### src/hdl/cartridge_bank_mapper_unit_assert.svh
`ifndef CARTRIDGE_BANK_MAPPER_UNIT_ASSERT_SVH
`define CARTRIDGE_BANK_MAPPER_UNIT_ASSERT_SVH

// same-cycle implication, sampled on clk, off while rst_n is low
`define CBM_ASSERT_IMP(label, ante, cons) \
    label: assert property (@(posedge clk) disable iff (!rst_n) (ante) |-> (cons)) \
        else $error("cartridge mapper check failed");

// next-cycle implication, sampled on clk, off while rst_n is low
`define CBM_ASSERT_NXT(label, ante, cons) \
    label: assert property (@(posedge clk) disable iff (!rst_n) (ante) |=> (cons)) \
        else $error("cartridge mapper check failed");

`endif

### src/hdl/cbm_pkg.sv
package cbm_pkg;

    localparam int PAGE_BITS  = 6;
    localparam int ADDR_W     = 20;
    localparam int OFFSET_W   = 14;
    localparam int ROM_WIDE_W = ADDR_W + PAGE_BITS;

    localparam logic [15:0] ADDR_BANK_CTRL  = 16'hFFFC;
    localparam logic [15:0] ADDR_SLOT0_REG  = 16'hFFFD;
    localparam logic [15:0] ADDR_SLOT1_REG  = 16'hFFFE;
    localparam logic [15:0] ADDR_SLOT2_REG  = 16'hFFFF;
    localparam logic [15:0] ADDR_ALT_SLOT0  = 16'h0000;
    localparam logic [15:0] ADDR_ALT_SLOT1  = 16'h4000;
    localparam logic [15:0] ADDR_ALT_SLOT2  = 16'h8000;
    localparam logic [15:0] ADDR_FIXED_LIM  = 16'h0400;
    localparam logic [15:0] ADDR_SLOT2_BASE = 16'h8000;
    localparam logic [15:0] ADDR_SYSRAM     = 16'hC000;

    localparam logic [7:0] MASK_PAGE_SMALL = 8'h1F;
    localparam logic [7:0] MASK_PAGE_LARGE = 8'h3F;

    localparam logic CFG_ALT_MODE  = 1'b0;
    localparam logic CFG_LARGE_ROM = 1'b1;

    localparam logic CMD_READ  = 1'b0;
    localparam logic CMD_WRITE = 1'b1;

    typedef enum logic [1:0] {
        TARGET_NONE     = 2'd0,
        TARGET_ROM      = 2'd1,
        TARGET_SYS_RAM  = 2'd2,
        TARGET_CART_RAM = 2'd3
    } cbm_target_t;

    typedef struct packed {
        logic alternate_mapper_mode;
        logic large_rom_mode;
    } cbm_cfg_t;

    typedef struct packed {
        logic [PAGE_BITS-1:0] slot0_page;
        logic [PAGE_BITS-1:0] slot1_page;
        logic [PAGE_BITS-1:0] slot2_page;
        logic                 ram_mapped;
        logic                 ram_bank_select;
        logic                 control_ram_bit;
    } cbm_state_t;

    typedef struct packed {
        cbm_target_t       target;
        logic [ADDR_W-1:0] mem_address;
        logic              write_enable;
        logic [7:0]        data_out;
    } cbm_result_t;

    function automatic logic [ADDR_W-1:0] rom_at(input logic [PAGE_BITS-1:0] page,
                                                 input logic [OFFSET_W-1:0]  offset);
        logic [ROM_WIDE_W-1:0] wide;
        wide = ROM_WIDE_W'({page, offset});
        return wide[ADDR_W-1:0];
    endfunction

    function automatic logic [ADDR_W-1:0] cart_ram_at(input logic                bank,
                                                      input logic [OFFSET_W-1:0] offset);
        return ADDR_W'({bank, offset});
    endfunction

endpackage

### src/hdl/cbm_xlate.sv
module cbm_xlate
    import cbm_pkg::*;
(
    input  cbm_cfg_t    cfg,
    input  cbm_state_t  state,
    input  logic        command,
    input  logic [15:0] address,
    input  logic [7:0]  write_data,
    output cbm_result_t result,
    output cbm_state_t  state_next
);

    logic [OFFSET_W-1:0]  offset;
    logic [PAGE_BITS-1:0] alt_page;
    logic [PAGE_BITS-1:0] std_page;
    logic [7:0]           std_mask;

    assign offset   = address[OFFSET_W-1:0];
    assign alt_page = PAGE_BITS'(write_data & MASK_PAGE_SMALL);
    assign std_mask = cfg.large_rom_mode ? MASK_PAGE_LARGE : MASK_PAGE_SMALL;
    assign std_page = PAGE_BITS'(write_data & std_mask);

    always_comb
    begin
        result     = '{target: TARGET_NONE, mem_address: '0, write_enable: 1'b0,
                       data_out: 8'h00};
        state_next = state;

        if (command == CMD_READ)
        begin
            if (address >= ADDR_SYSRAM)
            begin
                result.target      = TARGET_SYS_RAM;
                result.mem_address = ADDR_W'(address[12:0]);
            end
            else if (address >= ADDR_SLOT2_BASE)
            begin
                if (state.ram_mapped)
                begin
                    result.target      = TARGET_CART_RAM;
                    result.mem_address = cart_ram_at(state.ram_bank_select, offset);
                end
                else
                begin
                    result.target      = TARGET_ROM;
                    result.mem_address = rom_at(state.slot2_page, offset);
                end
            end
            else if (address >= ADDR_ALT_SLOT1)
            begin
                result.target      = TARGET_ROM;
                result.mem_address = rom_at(state.slot1_page, offset);
            end
            else
            begin
                result.target = TARGET_ROM;
                // first 1 KB is pinned to the start of rom in standard mode
                if (!cfg.alternate_mapper_mode && address < ADDR_FIXED_LIM)
                    result.mem_address = ADDR_W'(address);
                else
                    result.mem_address = rom_at(state.slot0_page, offset);
            end
        end
        else
        begin
            result.data_out = write_data;

            if (cfg.alternate_mapper_mode)
            begin
                if (address == ADDR_ALT_SLOT0)
                    state_next.slot0_page = alt_page;
                else if (address == ADDR_ALT_SLOT1)
                    state_next.slot1_page = alt_page;
                else if (address == ADDR_ALT_SLOT2)
                    state_next.slot2_page = alt_page;
            end

            if (address >= ADDR_SYSRAM)
            begin
                result.target       = TARGET_SYS_RAM;
                result.mem_address  = ADDR_W'(address[12:0]);
                result.write_enable = 1'b1;

                if (address == ADDR_BANK_CTRL)
                    state_next.control_ram_bit = write_data[3];

                if (!cfg.alternate_mapper_mode)
                begin
                    if (address == ADDR_BANK_CTRL)
                    begin
                        state_next.ram_mapped      = write_data[3];
                        state_next.ram_bank_select = write_data[2];
                    end
                    else if (address == ADDR_SLOT0_REG)
                        state_next.slot0_page = std_page;
                    else if (address == ADDR_SLOT1_REG)
                        state_next.slot1_page = std_page;
                    else if (address == ADDR_SLOT2_REG && !state.control_ram_bit)
                        state_next.slot2_page = std_page;
                end
            end
            else if (address >= ADDR_SLOT2_BASE && state.ram_mapped)
            begin
                result.target       = TARGET_CART_RAM;
                result.mem_address  = cart_ram_at(state.ram_bank_select, offset);
                result.write_enable = 1'b1;
            end
        end
    end

endmodule

### src/hdl/cartridge_bank_mapper_unit.sv
// Bus address translator for a bank-switched cartridge: every accepted CPU access (read or
// write, 16-bit address, data byte) yields one result naming the target memory (rom,
// 8 KB system ram mirrored every 8 KB, cartridge ram, or none for a dropped write), the
// physical byte address and a write enable. Paging writes update the slot registers and
// take effect for the very next access. One access is taken every cycle unless the result
// side stalls; each result passes through the input register, then the result register,
// with the slot register lookup and address decode done between those two registers. The
// user must write mode bits through the cfg port only while no access is in flight; the
// block itself does not enforce this.
`include "cartridge_bank_mapper_unit_assert.svh"

module cartridge_bank_mapper_unit
    import cbm_pkg::*;
(
    input  logic        clk,
    input  logic        rst_n,

    input  logic        cfg_valid,
    output logic        cfg_ready,
    input  logic        cfg_index,
    input  logic        cfg_data,

    input  logic        s_tvalid,
    output logic        s_tready,
    input  logic [23:0] s_tdata,   // address[15:0], write_data[23:16]
    input  logic        s_tuser,   // command[0]

    output logic        m_tvalid,
    input  logic        m_tready,
    output logic [31:0] m_tdata,   // mem_address[19:0], write_enable[20], data_out[28:21]
    output logic [1:0]  m_tuser    // target[1:0]
);

    cbm_cfg_t    cfg_reg;
    cbm_state_t  state_reg;
    cbm_state_t  state_next;
    cbm_result_t result_next;
    cbm_result_t result_reg;

    logic        in_valid_reg;
    logic        in_command_reg;
    logic [15:0] in_address_reg;
    logic [7:0]  in_data_reg;
    logic        out_valid_reg;

    logic        in_accept;
    logic        advance;

    assign cfg_ready = 1'b1;

    // item in the input register moves on when the result register is free or draining
    assign advance   = in_valid_reg && (!out_valid_reg || m_tready);
    assign s_tready  = !in_valid_reg || advance;
    assign in_accept = s_tvalid && s_tready;

    cbm_xlate u_xlate (
        .cfg        (cfg_reg),
        .state      (state_reg),
        .command    (in_command_reg),
        .address    (in_address_reg),
        .write_data (in_data_reg),
        .result     (result_next),
        .state_next (state_next)
    );

    always_ff @(posedge clk or negedge rst_n)
    begin
        if (!rst_n)
        begin
            cfg_reg       <= '0;
            state_reg     <= '{slot0_page: PAGE_BITS'(0), slot1_page: PAGE_BITS'(1),
                               slot2_page: PAGE_BITS'(2), ram_mapped: 1'b0,
                               ram_bank_select: 1'b0, control_ram_bit: 1'b0};
            in_valid_reg  <= 1'b0;
            out_valid_reg <= 1'b0;
        end
        else
        begin
            if (cfg_valid)
            begin
                unique case (cfg_index)
                    CFG_ALT_MODE:  cfg_reg.alternate_mapper_mode <= cfg_data;
                    CFG_LARGE_ROM: cfg_reg.large_rom_mode        <= cfg_data;
                endcase
            end

            if (advance)
                state_reg <= state_next;

            if (s_tready)
                in_valid_reg <= s_tvalid;

            if (advance)
                out_valid_reg <= 1'b1;
            else if (m_tready)
                out_valid_reg <= 1'b0;
        end
    end

    always_ff @(posedge clk)
    begin
        if (in_accept)
        begin
            in_command_reg <= s_tuser;
            in_address_reg <= s_tdata[15:0];
            in_data_reg    <= s_tdata[23:16];
        end
        if (advance)
            result_reg <= result_next;
    end

    assign m_tvalid = out_valid_reg;
    assign m_tuser  = result_reg.target;
    assign m_tdata  = {3'b000, result_reg.data_out, result_reg.write_enable,
                       result_reg.mem_address};

    `CBM_ASSERT_IMP(a_we_has_target,
        m_tvalid && result_reg.write_enable, result_reg.target != TARGET_NONE)
    `CBM_ASSERT_IMP(a_dropped_is_quiet,
        m_tvalid && result_reg.target == TARGET_NONE,
        result_reg.mem_address == '0 && !result_reg.write_enable)
    `CBM_ASSERT_IMP(a_sysram_mirror,
        m_tvalid && result_reg.target == TARGET_SYS_RAM, result_reg.mem_address[19:13] == '0)
    `CBM_ASSERT_NXT(a_pending_item_held,
        in_valid_reg && !advance, in_valid_reg && $stable(in_address_reg))

endmodule

### config.mk
export PLATFORM = sky130hd
export DESIGN_NAME = cartridge_bank_mapper_unit
export DESIGN_NICKNAME = d
export VERILOG_FILES = /design/src/hdl/cbm_pkg.sv /design/src/hdl/cbm_xlate.sv /design/src/hdl/cartridge_bank_mapper_unit.sv
export VERILOG_INCLUDE_DIRS = /design/src /design/src/hdl
export SDC_FILE = /design/constraint.sdc
export NUM_CORES = 1
export LEC_CHECK = 0
export BUFFER_PORTS_ARGS = -buffer_cell sky130_fd_sc_hd__buf_2
export CORE_MARGIN = 4
export CORE_UTILIZATION = 59
export CTS_CLUSTER_SIZE = 28
export DETAILED_ROUTE_END_ITERATION = 8
export PLACE_DENSITY = 0.95
export SYNTH_ARGS = -nofsm -noshare
export SYNTH_HDL_FRONTEND = slang
export SYNTH_HIERARCHICAL = 1
export SYNTH_SLANG_ARGS = --single-unit
### constraint.sdc
create_clock -name clk -period 4 [get_ports clk]
set_clock_uncertainty 0.05 [all_clocks]
set_input_delay 0 -clock clk [delete_from_list [all_inputs] [get_ports clk]]
set_output_delay 0 -clock clk [all_outputs]
set_load 0.02 [all_outputs]
==> impl_metrics.csv <==
group,metric,value,unit
global_route,antenna_found_initial,0,
synthesis,ys_seq_area_frac,0.638,
clocking,cts_buffers,9,
final_layout,final_common_cell,"buf_2",
placed_design,detailed_place_hpwl,5.03,mm
setup_path,cp_max_fo,22,
setup_path,endpoint_kind,"register",
synthesis,avgSynthCellArea,14.9,um^2
global_route,grt_pass1_vias,2443,
detailed_routing,ant_nets,0,
clocking,clock-sinks,81,
synthesis,synth-seq-cells,81,
outcome,status,"completed",
synthesis,synth_area,0.00362,mm^2
placed_design,port_buffers,64,
detailed_routing,drc,0,
final_layout,fill_cells,371,
global_route,grt_max_degree,32,
final_layout,mostFrequentLayoutCells,"64 x buf_2, 56 x edfxtp_1, 33 x dlygate4sd3_1",
clocking,cts_tree,"done",
die,ioPinCount,69,
clocking,clock_tree.buffer_depth,2,
detailed_routing,vias_per_cell,5.68,
pwr,p_leak,1.86,nW
setup_path,startpoint_type,"register",
setup_path,cp-startpoint,"in_command_reg",
die,placeableCoreArea,0.00596,mm^2
sta,final.min_clock_period,2.84,ns
sta,finalHoldViolations,0,
clocking,htreeDepth,3,
setup_path,r2r-start,"in_command_reg",
sta,fin_crit_sh,0.710,
die,fp.dieH,86.4,um
detailed_routing,drtPass1Iterations,5,
die,fp.dieW,86.4,um
sta,tightestPinTransition,1.26,ns
placed_design,place_congestion,0.890,
global_route,grt_usage,0.224,
global_route,grt.overflow.total,0,
placed_design,placed_cell_area,0.00396,mm^2
sta,fin_tns_setup,0,ns
sta,finalHoldWorstSlack,0.140,ns
final_layout,drive_gt1_frac,0.385,
detailed_routing,routedWlPerCell,18.7,um
sta,rsz0062_at_grt,"false",
final_layout,largest_reg_flops,29,
sta,setup_violations,0,
sta,relSlewSlack,0.163,
die,dieArea,0.00746,mm^2
clocking,cts_resized,0,
final_layout,antenna_cells,0,
final_layout,design_area,0.00448,mm^2
clocking,clk_pin_slew,0.09,ns
final_layout,areaGrowthSynthToFinish,23.7,%
pwr,ir_worst_vdd,0.249,mV
setup_path,critical_path_class,"reg2reg",
synthesis,synth_cell_type_count,40,
global_route,grt_pass1_wl,12.5,mm
final_layout,postLayoutCoreUtil,0.753,
worst_hold_path,hold_class,"in2async",
final_layout,nets,370,
synthesis,yosys_warnings,6,
die,start_util,0.608,
setup_path,r2r_cells,5,
pwr,power-per-cell-area,397,mW/mm^2
clocking,cts-root-buf,"clkbuf_8",
sta,slew_viol_final,0,
detailed_routing,num_vias,2376,
setup_path,required,4.18,ns
detailed_routing,wl,7.82,mm
job,cap_viol_max_count,0,
detailed_routing,drt_iter0_drc,260,
die,num_rows,28,
setup_path,cp.arrival,3.02,ns
clocking,insertion_delay,0.36,ns
synthesis,syn_inst,243,
sta,fmax,0.352,GHz
## per-layer routing
layer / part of all wire / global-route usage / vias to the layer above / wire length [um]
met2: 0.51 / 0.380 / 120 / 3970
li1: - / - / 1076 / -
met5: 0 / 0 / - / 0
met3: 0.072 / 0.0456 / 12 / 565
met4: 0.016 / 0.0878 / 0 / 127
met1: 0.40 / 0.284 / 1168 / 3160
## per-stage QoR
| stage | power [W] | setup WS (ns) | std cells |
|---|---|---|---|
| 2_1_floorplan | 0.00111 | 1.68 | 245 |
| 3_3_place_gp | 0.00117 | 1.42 | 369 |
| 3_5_place_dp | 0.00118 | 1.16 | 369 |
| 4_1_cts | 0.00178 | 1.16 | 418 |
| 5_1_grt | 0.00184 | 1.04 | 418 |
| 6_report | 0.00178 | 1.16 | 418 |
## path summary, 6_finish.rpt
kind / to / slack [ns]
worst min-delay path: state_reg[15] / 0.14
worst max-delay path: state_reg[18] / 1.16
worst max register to register: state_reg[18] / 1.16
worst min register to register: state_reg[10] / 0.49
max in group asynchronous: state_reg[10] / 3.36
min in group clk: in_address_reg[9] / 0.30
## area by class of cell
type                    count  area (um^2)  share of cell area
clock buffers              10          138              0.0307
clock inverters             6         57.6              0.0128
inverters                   5         18.8             0.00419
multi-input cells         144         1210               0.271
flip-flops and latches     81         2310               0.515
well taps                  75         93.8              0.0209
repair buffers             97          651               0.145
## logic make-up (layout without fill, tap and decap cells)
kind of cell,Yosys count,after routing,share of synthesized area
simple gates,70,70,0.123
mux,42,42,0.150
flops,81,81,0.638
other cells,2,4,0.00207
compound gates,28,28,0.0580
buf+inv,20,118,0.0294
## Yosys cell counts (all sizes together)
library cell  number  area, um^2
a21oi             18        90.1
nor4               3        18.8
nor3               5        25.0
dfrtp             23         576
o31ai              1        7.51
nand3b             2        15.0
a31oi              1        6.26
buf                7        57.6
inv                5        18.8
o22ai              4        38.8
or2                1        6.26
clkbuf             8        30.0
and3b              1        8.76
mux2i              1        10.0
nor2               4        15.0
a21boi             1        7.51
o32ai              2        55.1
conb               2        7.51
nor2b              1        6.26
edfxtp            56        1680
o21ai              1        5.00
mux2              41         533
nand4b             3        26.3
nand2b            10        70.1
or4                2        18.8
and2              24         151
dfstp              2        52.6
nand2              6        30.0
nor3b              2        15.0
nand4              4        25.0
or3                2        13.8
## where the power goes
group | leakage (nW) | switching [W] | internal (W)
clock | 0.102 | 0.000292 | 0.000301
combinational | 0.879 | 0.000116 | 0.0000810
sequential | 0.878 | 0.0000331 | 0.000958
## timing repair
| action | 4_1_cts | 5_1_grt |
|---|---|---|
| hold endpoints to repair | 54 | 0 |
| buffers inserted | 0 | 0 |
| hold buffers | 33 | 0 |
## worst max-delay path, cell delays in order (launching register included)
cell and delay [ns]:
edfxtp_1 0.74, nor3b_1 0.37, nand4_1 0.37, o32ai_4 0.51, mux2_2 0.40, mux2_4 0.27
(Power assumes the default switching activity.)
